File: config.mk
export PLATFORM = sky130hd
export DESIGN_NAME = nsc_cell
export DESIGN_NICKNAME = d
export VERILOG_FILES = /design/src/rtl/nsc_pkg.sv /design/src/rtl/nsc_cell.sv
export SDC_FILE = /design/constraint.sdc
export NUM_CORES = 1
export LEC_CHECK = 0
export BUFFER_PORTS_ARGS = -buffer_cell sky130_fd_sc_hd__buf_4
export CORE_MARGIN = 5
export CORE_UTILIZATION = 60
export CTS_BUF_LIST = sky130_fd_sc_hd__clkbuf_2
export CTS_CLUSTER_SIZE = 10
export DETAILED_ROUTE_END_ITERATION = 10
export PLACE_DENSITY = 0.82
export REMOVE_ABC_BUFFERS = 1
export SYNTH_ARGS = -nofsm -noshare
export SYNTH_HDL_FRONTEND = slang
export SYNTH_SLANG_ARGS = --single-unit
File: constraint.sdc
create_clock -name clk -period 12.39 [get_ports clk]
set_input_delay 0.6195 -clock clk [delete_from_list [all_inputs] [get_ports clk]]
set_output_delay 0.6195 -clock clk [all_outputs]
set_load 0.01 [all_outputs]
File: src/rtl/nsc_pkg.sv
// Package with the shared constants, the token type and the modular adder.
`default_nettype none

package nsc_pkg;

  localparam int NUM_VALUES = 32;
  localparam int VALUE_W = 6;
  localparam int IDX_W = VALUE_W + 1;
  localparam int COUNT_W = 30;
  localparam logic [COUNT_W-1:0] PRIME = COUNT_W'(1000000007);

  typedef struct packed {
    logic               valid;
    logic               first;
    logic               last;
    logic [VALUE_W-1:0] value;
    logic [COUNT_W-1:0] acc;
  } token_t;

  function automatic logic [COUNT_W-1:0] add_mod(input logic [COUNT_W-1:0] a,
                                                 input logic [COUNT_W-1:0] b);
    logic [COUNT_W:0] sum;
    sum = {1'b0, a} + {1'b0, b};
    if (sum >= {1'b0, PRIME}) begin
      sum = sum - {1'b0, PRIME};
    end
    return sum[COUNT_W-1:0];
  endfunction

endpackage

`default_nettype wire

File: src/rtl/nsc_cell.sv
// One cell of the chain: the counter of one value and the token stage after it.
`default_nettype none

module nsc_cell (
  input  wire logic                  clk,
  input  wire logic                  rst,
  input  wire logic                  adv,
  input  wire logic [nsc_pkg::IDX_W-1:0] cell_value,
  input  wire nsc_pkg::token_t       token_in,
  output nsc_pkg::token_t            token_out
);
  import nsc_pkg::*;

  logic [COUNT_W-1:0] cnt;
  logic [COUNT_W-1:0] cnt_eff;
  logic [COUNT_W-1:0] fresh;
  logic [COUNT_W-1:0] cnt_next;
  logic               hit;
  token_t             token_next;

  always_comb begin
    cnt_eff = token_in.first ? '0 : cnt;
    hit = token_in.valid && ({1'b0, token_in.value} == cell_value);
    fresh = add_mod(token_in.acc, cnt_eff);
    cnt_next = hit ? add_mod(cnt_eff, fresh) : cnt_eff;
    token_next = token_in;
    // Past the element's own cell the total grows by each count; at that cell
    // the prefix plus the updated count equals twice the new subsequences.
    token_next.acc = hit ? add_mod(fresh, fresh) : fresh;
  end

  always_ff @(posedge clk) begin
    if (rst) begin
      cnt <= '0;
      token_out <= '0;
    end else if (adv) begin
      token_out <= token_next;
      if (token_in.valid) begin
        cnt <= cnt_next;
      end
    end
  end

endmodule

`default_nettype wire

==> out/metrics.yaml, run 1 <==
status: "complete, no violations"
worst_slack_ps: 2090
p_leak_nw: 4.45
area.growth.synth_to_final_pct: 7.75
grt_use_total_pct: 33.4
antenna_found_initial: 1
gp_congestion: 1.03
cts_htree_levels: 3
syn_area_um2: 9750
crit_path_end_kind: "flip-flop"
regArea_um2: 1380
fill_cells: 1507
avgSynthCellArea_um2: 7.30
finalSetupViolations: 0
skew_ps: 39.5
startpoint_type: "input pin"
clkPwrFrac_pct: 21.4
seq_area_frac_synth_pct: 14.2
worstPathMaxFanout: 46
relSlewSlack_pct: 21.8
drive_above_1_share_pct: 12.7
slew_violations: 0
clockBufferDepth: 2
power.internal_uw: 349
first_global_vias: 9447
pwr-share-seq_pct: 39.9
nets: 1476
io_pins: 88
place_area_um2: 10400
clkLatencyLatePin_ps: 590
tightest_slew_ps: 1170
overflow: 0
post-cts-setup-buffer-count: 0
initial_core_util_pct: 61.4
design_area_um2: 10500
dieWidth_um: 137
tns_ps: 0
dp_cells: 1577
ys_warn_count: 0
viasPerCell: 6.46
fin_crit_ps: 10300
switching_share_pct: 41.4
period_share_pct: 83.1
first_pass_iters: 5
synth-edff-count: 0
cts.clk_slew.worst_paths_ps: 260
synthFlopType: "dfxtp_1"
criticalPathCategory: "input pin to flip-flop"
ir_drop_mv: 0.0609
fin_util_pct: 66.1
switchingPower_uw: 246
power_frac_comb_pct: 38.7
critical_path_required_ps: 12900
cap_violations: 0
slowest_delay_ps: 910
syn_inst: 1335
cts_hold_buf: 0
min_path_type: "input pin to flip-flop"
via_count: 10293
core_um2: 15900
die-height_um: 137
crit_top_cell: "a21oi_1"
synthDistinctLibCells: 111
num_rows: 46
ant_nets: 0
ctsResizeCount: 0
grt_pass1_wl_um: 49700
wire_per_inst_um: 20.1
path_buf_inv: 3
dpl.hpwl_um: 25400
finalWirelength_um: 32000
die-area_um2: 18900
arrival_ps: 10810
ys_seq_elements: 69
cts_tree: "yes"
clock-root-buffer: "clkbuf_2"
hold_viol_final: 0
multiInputGateArea_um2: 7890
ys_async_sr_fraction_pct: 0
power_density_nw_per_um2: 56.6
cts_buffers: 9
port_buffers: 87
grt_max_degree: 50
cpLargestDelayFamily: "compound AO/OA/AOI/OAI gates"
route.detailed.drc: 0
drtIter0Drc: 1080
crit_path_top_delay_cell: "a2111oi_0"
max_freq_ghz: 0.0971
final_cell_count_no_fill: 1594
rsz0062_at_grt: "no"
dp_slack_ps: 1950
clock_sinks: 69
==> registers in the layout, indices dropped and copies added (netlist names) <==
name,cells
token_out,39
cnt,30
==> worst min-delay path, stage by stage <==
cell,delay (ps)
buf_4,90
mux2i_1,60
nor2_1,70
==> power groups by stage <==
stage,logic (mW),clock network (mW),registers [mW]
finish,0.230,0.127,0.237
global route,0.249,0.137,0.238
CTS,0.225,0.128,0.237
detailed placement,0.224,0,0.241
global placement,0.222,0,0.240
floorplan,0.146,0,0.243
==> layout by cell type, fill, tap and decap left out, types with 34 or more instances in the layout <==
cell / instances
o21ai_0: 70
nor2b_1: 44
nor2_1: 136
xnor2_1: 97
xor2_1: 46
nand2_1: 140
a21o_1: 34
buf_4: 94
dfxtp_1: 69
inv_1: 42
a21oi_1: 84
ha_1: 53
nor3_1: 35
==> per-stage QoR <==
stage	power (mW)	hold slack, ps
2_1_floorplan	0.389	417
3_3_place_gp	0.463	431
6_report	0.594	256
3_5_place_dp	0.464	437
5_1_grt	0.624	253
4_1_cts	0.589	245
==> synthesized netlist by cell type (35+ instances only) <==
master | n | area share (%)
nor3_1 | 35 | 1.8
xor2_1 | 46 | 4.1
clkbuf_1 | 40 | 1.5
o21ai_0 | 70 | 3.6
dfxtp_1 | 69 | 14
nor2b_1 | 44 | 2.8
nand2_1 | 140 | 5.4
inv_1 | 42 | 1.6
ha_1 | 53 | 6.8
xnor2_1 | 97 | 8.7
a21oi_1 | 84 | 4.3
nor2_1 | 137 | 5.3
==> cells by family (layout without fill, tap and decap cells) <==
kind of cell | count (synthesis) | count (layout) | synth area share (%)
DFF | 69 | 69 | 14.2
AOI/OAI and AO/OA | 397 | 397 | 29.1
buffers and inverters | 111 | 153 | 4.93
muxes | 30 | 30 | 3.16
other | 0 | 1 | 0
adders and majority gates | 57 | 57 | 7.43
xor gates and xnor gates | 150 | 150 | 14.3
and+or+nand+nor | 521 | 521 | 26.9
==> routing by layer <==
metal / wire, um / up-vias / GRT usage [%] / share of wire, %
li1: - / 4924 / - / -
met1: 14000 / 4825 / 46.9 / 44
met2: 13800 / 493 / 51.0 / 43
met3: 3340 / 51 / 7.12 / 10
met4: 803 / 0 / 10.3 / 2.5
met5: 0 / - / 0 / 0
==> area by class of cell <==
class,count,share of cell area [%]
Sequential cell,69,13.1
Tap cell,216,2.57
Antenna cell,1,0.0238
Multi-Input combinational cell,1155,75.1
Timing Repair Buffer,94,6.72
Inverter,43,1.54
Clock buffer,9,0.429
Clock inverter,7,0.465
==> path summary, 6_finish.rpt <==
kind | start | to | slack, ps | cells after the start
worst max-delay path | token_in[37] | cnt[4]$_SDFFE_PP0P_ | 2090 | 34
worst min-delay path | token_in[33] | token_out[33]$_SDFFE_PP0P_ | 260 | 3
worst max register to register | cnt[0]$_SDFFE_PP0P_ | cnt[4]$_SDFFE_PP0P_ | 2200 | 33
worst min register to register | cnt[8]$_SDFFE_PP0P_ | cnt[8]$_SDFFE_PP0P_ | 460 | 2
Note: power is estimated with default switching activity, not from simulation.
==> inputs of run 2 (changes only) <==
Clock period 12.39 ns to 10.5 ns, I/O delays scaled along.
==> run 2 against run 1 <==
  * Non-clock buffer count rose by 2
  * First-iteration DRC count fell by 4.9%
  * Flip-flop and latch count is the same
  * Critical path type is now flip-flop to flip-flop
  * Critical endpoint unchanged
==> out/metrics.yaml, run 2 (synthesis results as in run 1) <==
fill_cells: 1462  # -3.0%
cts.clk_slew.worst_paths_ps: 260  # about the same
crit_path_end_kind: "flip-flop"
core_um2: 15900  # unchanged
die-height_um: 137  # unchanged
p_leak_nw: 4.47  # +0.45%
finalWirelength_um: 32500  # +1.6%
worst-r2r-setup-slack_ps: 720  # -1480 ps
nets: 1478  # +0.14%
pwr-share-seq_pct: 38.2  # -1.7 points
power_frac_comb_pct: 37.3  # -1.4 points
num_rows: 46  # unchanged
first_pass_iters: 5  # unchanged
first_global_vias: 9389  # -0.61%
cts_htree_levels: 3  # unchanged
p_total_uw: 731  # +23%
ant_nets: 0  # unchanged
switching_share_pct: 40.4  # -0.98 points
min_path_type: "input pin to flip-flop"
power_density_nw_per_um2: 69.3  # +22%
tns_ps: 0  # unchanged
ctsResizeCount: 0  # unchanged
max_freq_ghz: 0.102
grt_max_degree: 50  # unchanged
tightest_slew_ps: 1140  # -27.8 ps
port_buffers: 87  # unchanged
status: "complete, no violations"
hold_viol_final: 0  # unchanged
crit_top_cell: "a21oi_1"
initial_core_util_pct: 61.4  # unchanged
critical_path_required_ps: 11030  # -1870 ps
dpl.hpwl_um: 25900  # +2.0%
antenna_found_initial: 1  # unchanged
relSlewSlack_pct: 23.6  # +1.9 points
fin_crit_ps: 9780
io_pins: 88  # unchanged
mostFrequentLayoutCell: "nand2_1"
drtIter0Drc: 1027  # -4.9%
ir_drop_mv: 0.0595  # -2.4%
whs_ps: 159  # -96.8 ps
slew_violations: 0  # unchanged
grt_use_total_pct: 34.1  # +0.76 points
reg_top3: "token_out: 39 flops, cnt: 30 flops"
area.growth.synth_to_final_pct: 8.18
switchingPower_uw: 295  # +20%
clkPwrFrac_pct: 24.4  # +3.0 points
startpoint_type: "flip-flop"
grt_pass1_wl_um: 50400  # +1.5%
drive_above_1_share_pct: 12.8  # +0.13 points
gp_congestion: 1.06  # +2.9%
layout_common_cells: "nand2_1, nor2_1, xnor2_1, buf_4, a21oi_1"
worst_slack_ps: 722  # -1370 ps
die-area_um2: 18900  # unchanged
clkLatencyLatePin_ps: 600  # about the same
top_register: "token_out"
wire_per_inst_um: 20.3  # +1.4%
viasPerCell: 6.45  # about the same
dp_slack_ps: 446  # -1510 ps
largest_register_ffs: 39  # unchanged
cts_hold_buf: 0  # unchanged
period_share_pct: 93.1
worstPathMaxFanout: 24  # -48%
arrival_ps: 10310  # -500 ps
clock_sinks: 69  # unchanged
via_count: 10302  # +0.087%
slowest_delay_ps: 710  # -200 ps
post-cts-setup-buffer-count: 0  # unchanged
criticalPathCategory: "flip-flop to flip-flop"
overflow: 0  # unchanged
skew_ps: 33.1  # -6.35 ps
cap_violations: 0  # unchanged
clockBufferDepth: 2  # unchanged
crit_path_top_delay_cell: "a2111oi_4"
power.internal_uw: 436  # +25%
cts_tree: "yes"
finalSetupViolations: 0  # unchanged
cts_buffers: 9  # unchanged
clock-root-buffer: "clkbuf_2"
route.detailed.drc: 0  # unchanged
rsz0062_at_grt: "no"
dieWidth_um: 137  # unchanged
[run 2: layer usage]
metal | part of all wire (%) | wire [um] | track usage [%] | up-vias
met3 | 10 | 3310 | 8.14 | 53
met5 | 0 | 0 | 0 | -
met4 | 1.9 | 609 | 8.54 | 0
li1 | - | - | - | 4930
met2 | 42 | 13600 | 49.5 | 489
met1 | 46 | 14900 | 50.4 | 4830
[run 2: through the flow]
stage / utilization (%) / instance area, um2 / cells
after global placement: 65.6 / 10400 / 1579
after detailed placement: 65.6 / 10400 / 1579
after CTS: 66.4 / 10500 / 1595
after floorplan: - / 9430 / 1267
final: 66.4 / 10500 / 1596
after global routing: 66.4 / 10500 / 1596
[run 2: final timing paths]
| kind | cells after the start | endpoint | start |
|---|---|---|---|
| hold reg to reg | 2 | cnt[14]$_SDFFE_PP0P_ | cnt[14]$_SDFFE_PP0P_ |
| setup reg to reg | 34 | cnt[4]$_SDFFE_PP0P_ | cnt[0]$_SDFFE_PP0P_ |
| hold / removal | 3 | token_out[33]$_SDFFE_PP0P_ | token_in[33] |
| setup / recovery | 34 | cnt[4]$_SDFFE_PP0P_ | cnt[0]$_SDFFE_PP0P_ |
[run 2: critical path: cells and delay by family (launching register included)]
family	cells	cell delay (ps)
compound gates	17	5270
buf+inv	3	670
flops	1	470
simple gates	9	1650
fa+ha+maj	3	910
xor+xnor	2	750
[run 2: area by class of cell]
cell class / instances / area, um2 / share of cell area [%]
antenna: 1 / 2.50 / 0.0237
clock buffer: 9 / 45.0 / 0.427
clock inverter: 7 / 73.8 / 0.700
inverter: 43 / 161 / 1.53
multi-input combinational: 1155 / 7890 / 74.8
sequential: 69 / 1380 / 13.1
tap: 216 / 270 / 2.56
timing repair buffer: 96 / 721 / 6.83
[run 2: power by group through the flow]
stage	Sequential (mW)	Combinational, mW	Clock, mW
finish	0.279	0.273	0.179
global route	0.280	0.296	0.192
CTS	0.279	0.267	0.180
detailed placement	0.284	0.266	0
global placement	0.284	0.264	0
floorplan	0.287	0.172	0
==> inputs of run 3 (changes only) <==
Settings changed: CORE_ASPECT_RATIO set to 1.2.
==> run 3 against run 2 <==
  * Largest cell class unchanged
  * Flip-flop and latch count is the same
  * First-iteration DRC count shrank 10%
  * Maximum frequency shrank 0.22%
==> out/metrics.yaml, run 3 (synthesis results as in run 1) <==
max_freq_ghz: 0.102  # -0.22%
fin_crit_ps: 9800  # +21.9 ps
final_cell_count_no_fill: 1596  # unchanged
design_area_um2: 10600  # +0.20%
rsz0062_at_grt: "no"
mostFrequentLayoutCell: "nand2_1"
dp_cells: 1580  # +0.063%
dieWidth_um: 126  # -8.1%
p_total_uw: 732  # +0.18%
grt_max_degree: 47  # -6.0%
grt_use_total_pct: 33.0  # -1.1 points
status: "complete, no violations"
via_count: 10302  # unchanged
clkPwrFrac_pct: 24.3  # about the same
clkLatencyLatePin_ps: 640  # +40 ps
power_density_nw_per_um2: 69.3  # about the same
drtIter0Drc: 921  # -10%
finalSetupViolations: 0  # unchanged
arrival_ps: 10370  # +60 ps
cts_hold_buf: 0  # unchanged
dpl.hpwl_um: 25200  # -2.5%
die-height_um: 150  # +8.8%
skew_ps: 37.9  # +4.84 ps
ant_nets: 0  # unchanged
p_leak_nw: 4.49  # +0.36%
cpLargestDelayFamily: "compound AO/OA/AOI/OAI gates"
viasPerCell: 6.45  # unchanged
criticalPathCategory: "flip-flop to flip-flop"
die-area_um2: 18900  # about the same
io_pins: 88  # unchanged
min_path_type: "input pin to flip-flop"
cts_tree: "yes"
overflow: 0  # unchanged
gp_congestion: 1.02  # -3.8%
startpoint_type: "flip-flop"
cts_htree_levels: 3  # unchanged
fin_util_pct: 65.7  # -0.67 points
top_register: "token_out"
crit_top_cell: "a21oi_1"
core_um2: 16100  # +1.2%
hold_viol_final: 0  # unchanged
clock-root-buffer: "clkbuf_2"
power_frac_comb_pct: 37.6  # +0.3 points
crit_path_top_delay_cell: "or4_1"
reg_top3: "token_out: 39 flops, cnt: 30 flops"
period_share_pct: 93.3  # +0.21 points
place_area_um2: 10500  # +0.31%
area.growth.synth_to_final_pct: 8.39
switchingPower_uw: 297  # +0.80%
nets: 1483  # +0.34%
worstPathMaxFanout: 24  # unchanged
port_buffers: 87  # unchanged
slew_violations: 0  # unchanged
clock_sinks: 69  # unchanged
num_rows: 51  # +11%
tightest_slew_ps: 1170  # +27.3 ps
antenna_found_initial: 1  # unchanged
whs_ps: 107  # -52.4 ps
path_buf_inv: 2  # -1
finalWirelength_um: 32100  # -1.3%
layout_common_cells: "nand2_1, nor2_1, buf_4, xnor2_1, a21oi_1"
route.detailed.drc: 0  # unchanged
wire_per_inst_um: 20.1  # -1.3%
crit_path_end_kind: "flip-flop"
power.internal_uw: 435  # -0.24%
largest_register_ffs: 39  # unchanged
critical_path_required_ps: 11070  # +40 ps
ir_drop_mv: 0.0429  # -28%
post-cts-setup-buffer-count: 0  # unchanged
first_pass_iters: 8  # +3
worst_slack_ps: 700  # -21.9 ps
pwr-share-seq_pct: 38.1  # about the same
first_global_vias: 9534  # +1.5%
cts.clk_slew.worst_paths_ps: 240  # -20 ps
relSlewSlack_pct: 21.8  # -1.8 points
cts_buffers: 9  # unchanged
cap_violations: 0  # unchanged
slowest_delay_ps: 770  # +60 ps
initial_core_util_pct: 60.6  # -0.74 points
switching_share_pct: 40.6  # +0.25 points
drive_above_1_share_pct: 13.1  # +0.25 points
dp_slack_ps: 468  # +22.0 ps
ctsResizeCount: 0  # unchanged
clockBufferDepth: 2  # unchanged
grt_pass1_wl_um: 50100  # -0.66%
tns_ps: 0  # unchanged
run 3: cell types whose count changed in the layout (fill, tap and decap cells not counted), sizes merged:
cell      before  now
clkinvlp       1    2
buf           96  101
clkinv         4    2
run 3: final timing paths:
check | from | cells past startpoint | endpoint | slack [ps]
setup reg to reg | cnt[8]$_SDFFE_PP0P_ | 31 | cnt[4]$_SDFFE_PP0P_ | 700
hold / removal | token_in[36] | 3 | token_out[36]$_SDFFE_PP0P_ | 110
setup / recovery | cnt[8]$_SDFFE_PP0P_ | 31 | cnt[4]$_SDFFE_PP0P_ | 700
hold reg to reg | cnt[13]$_SDFFE_PP0P_ | 2 | cnt[13]$_SDFFE_PP0P_ | 460
run 3: power by group through the flow:
stage               logic (mW)  registers, mW  clock network [mW]
finish                   0.275          0.279               0.178
global placement         0.265          0.284                   0
detailed placement       0.268          0.284                   0
CTS                      0.269          0.279               0.178
global route             0.298          0.281               0.186
floorplan                0.172          0.287                   0
run 3: tightest hold or removal path: stages:
cell and delay [ps]:
buf_4 80, mux2i_1 60, nor2_1 70
run 3: cell type report:
type | instances | area [um2]
Inverter | 43 | 161
Clock buffer | 9 | 45.0
Clock inverter | 6 | 63.8
Timing Repair Buffer | 101 | 758
Fill cell | 1466 | 5510
Sequential cell | 69 | 1380
Tap cell | 212 | 265
Multi-Input combinational cell | 1155 | 7890
Antenna cell | 1 | 2.50
run 3: routing by layer:
layer	wire [um]	global-route usage [%]	up-vias
met5	0	0	-
met4	1250	13.0	0
met3	2870	5.28	93
met2	14300	52.3	510
met1	13600	44.9	4772
li1	-	-	4927
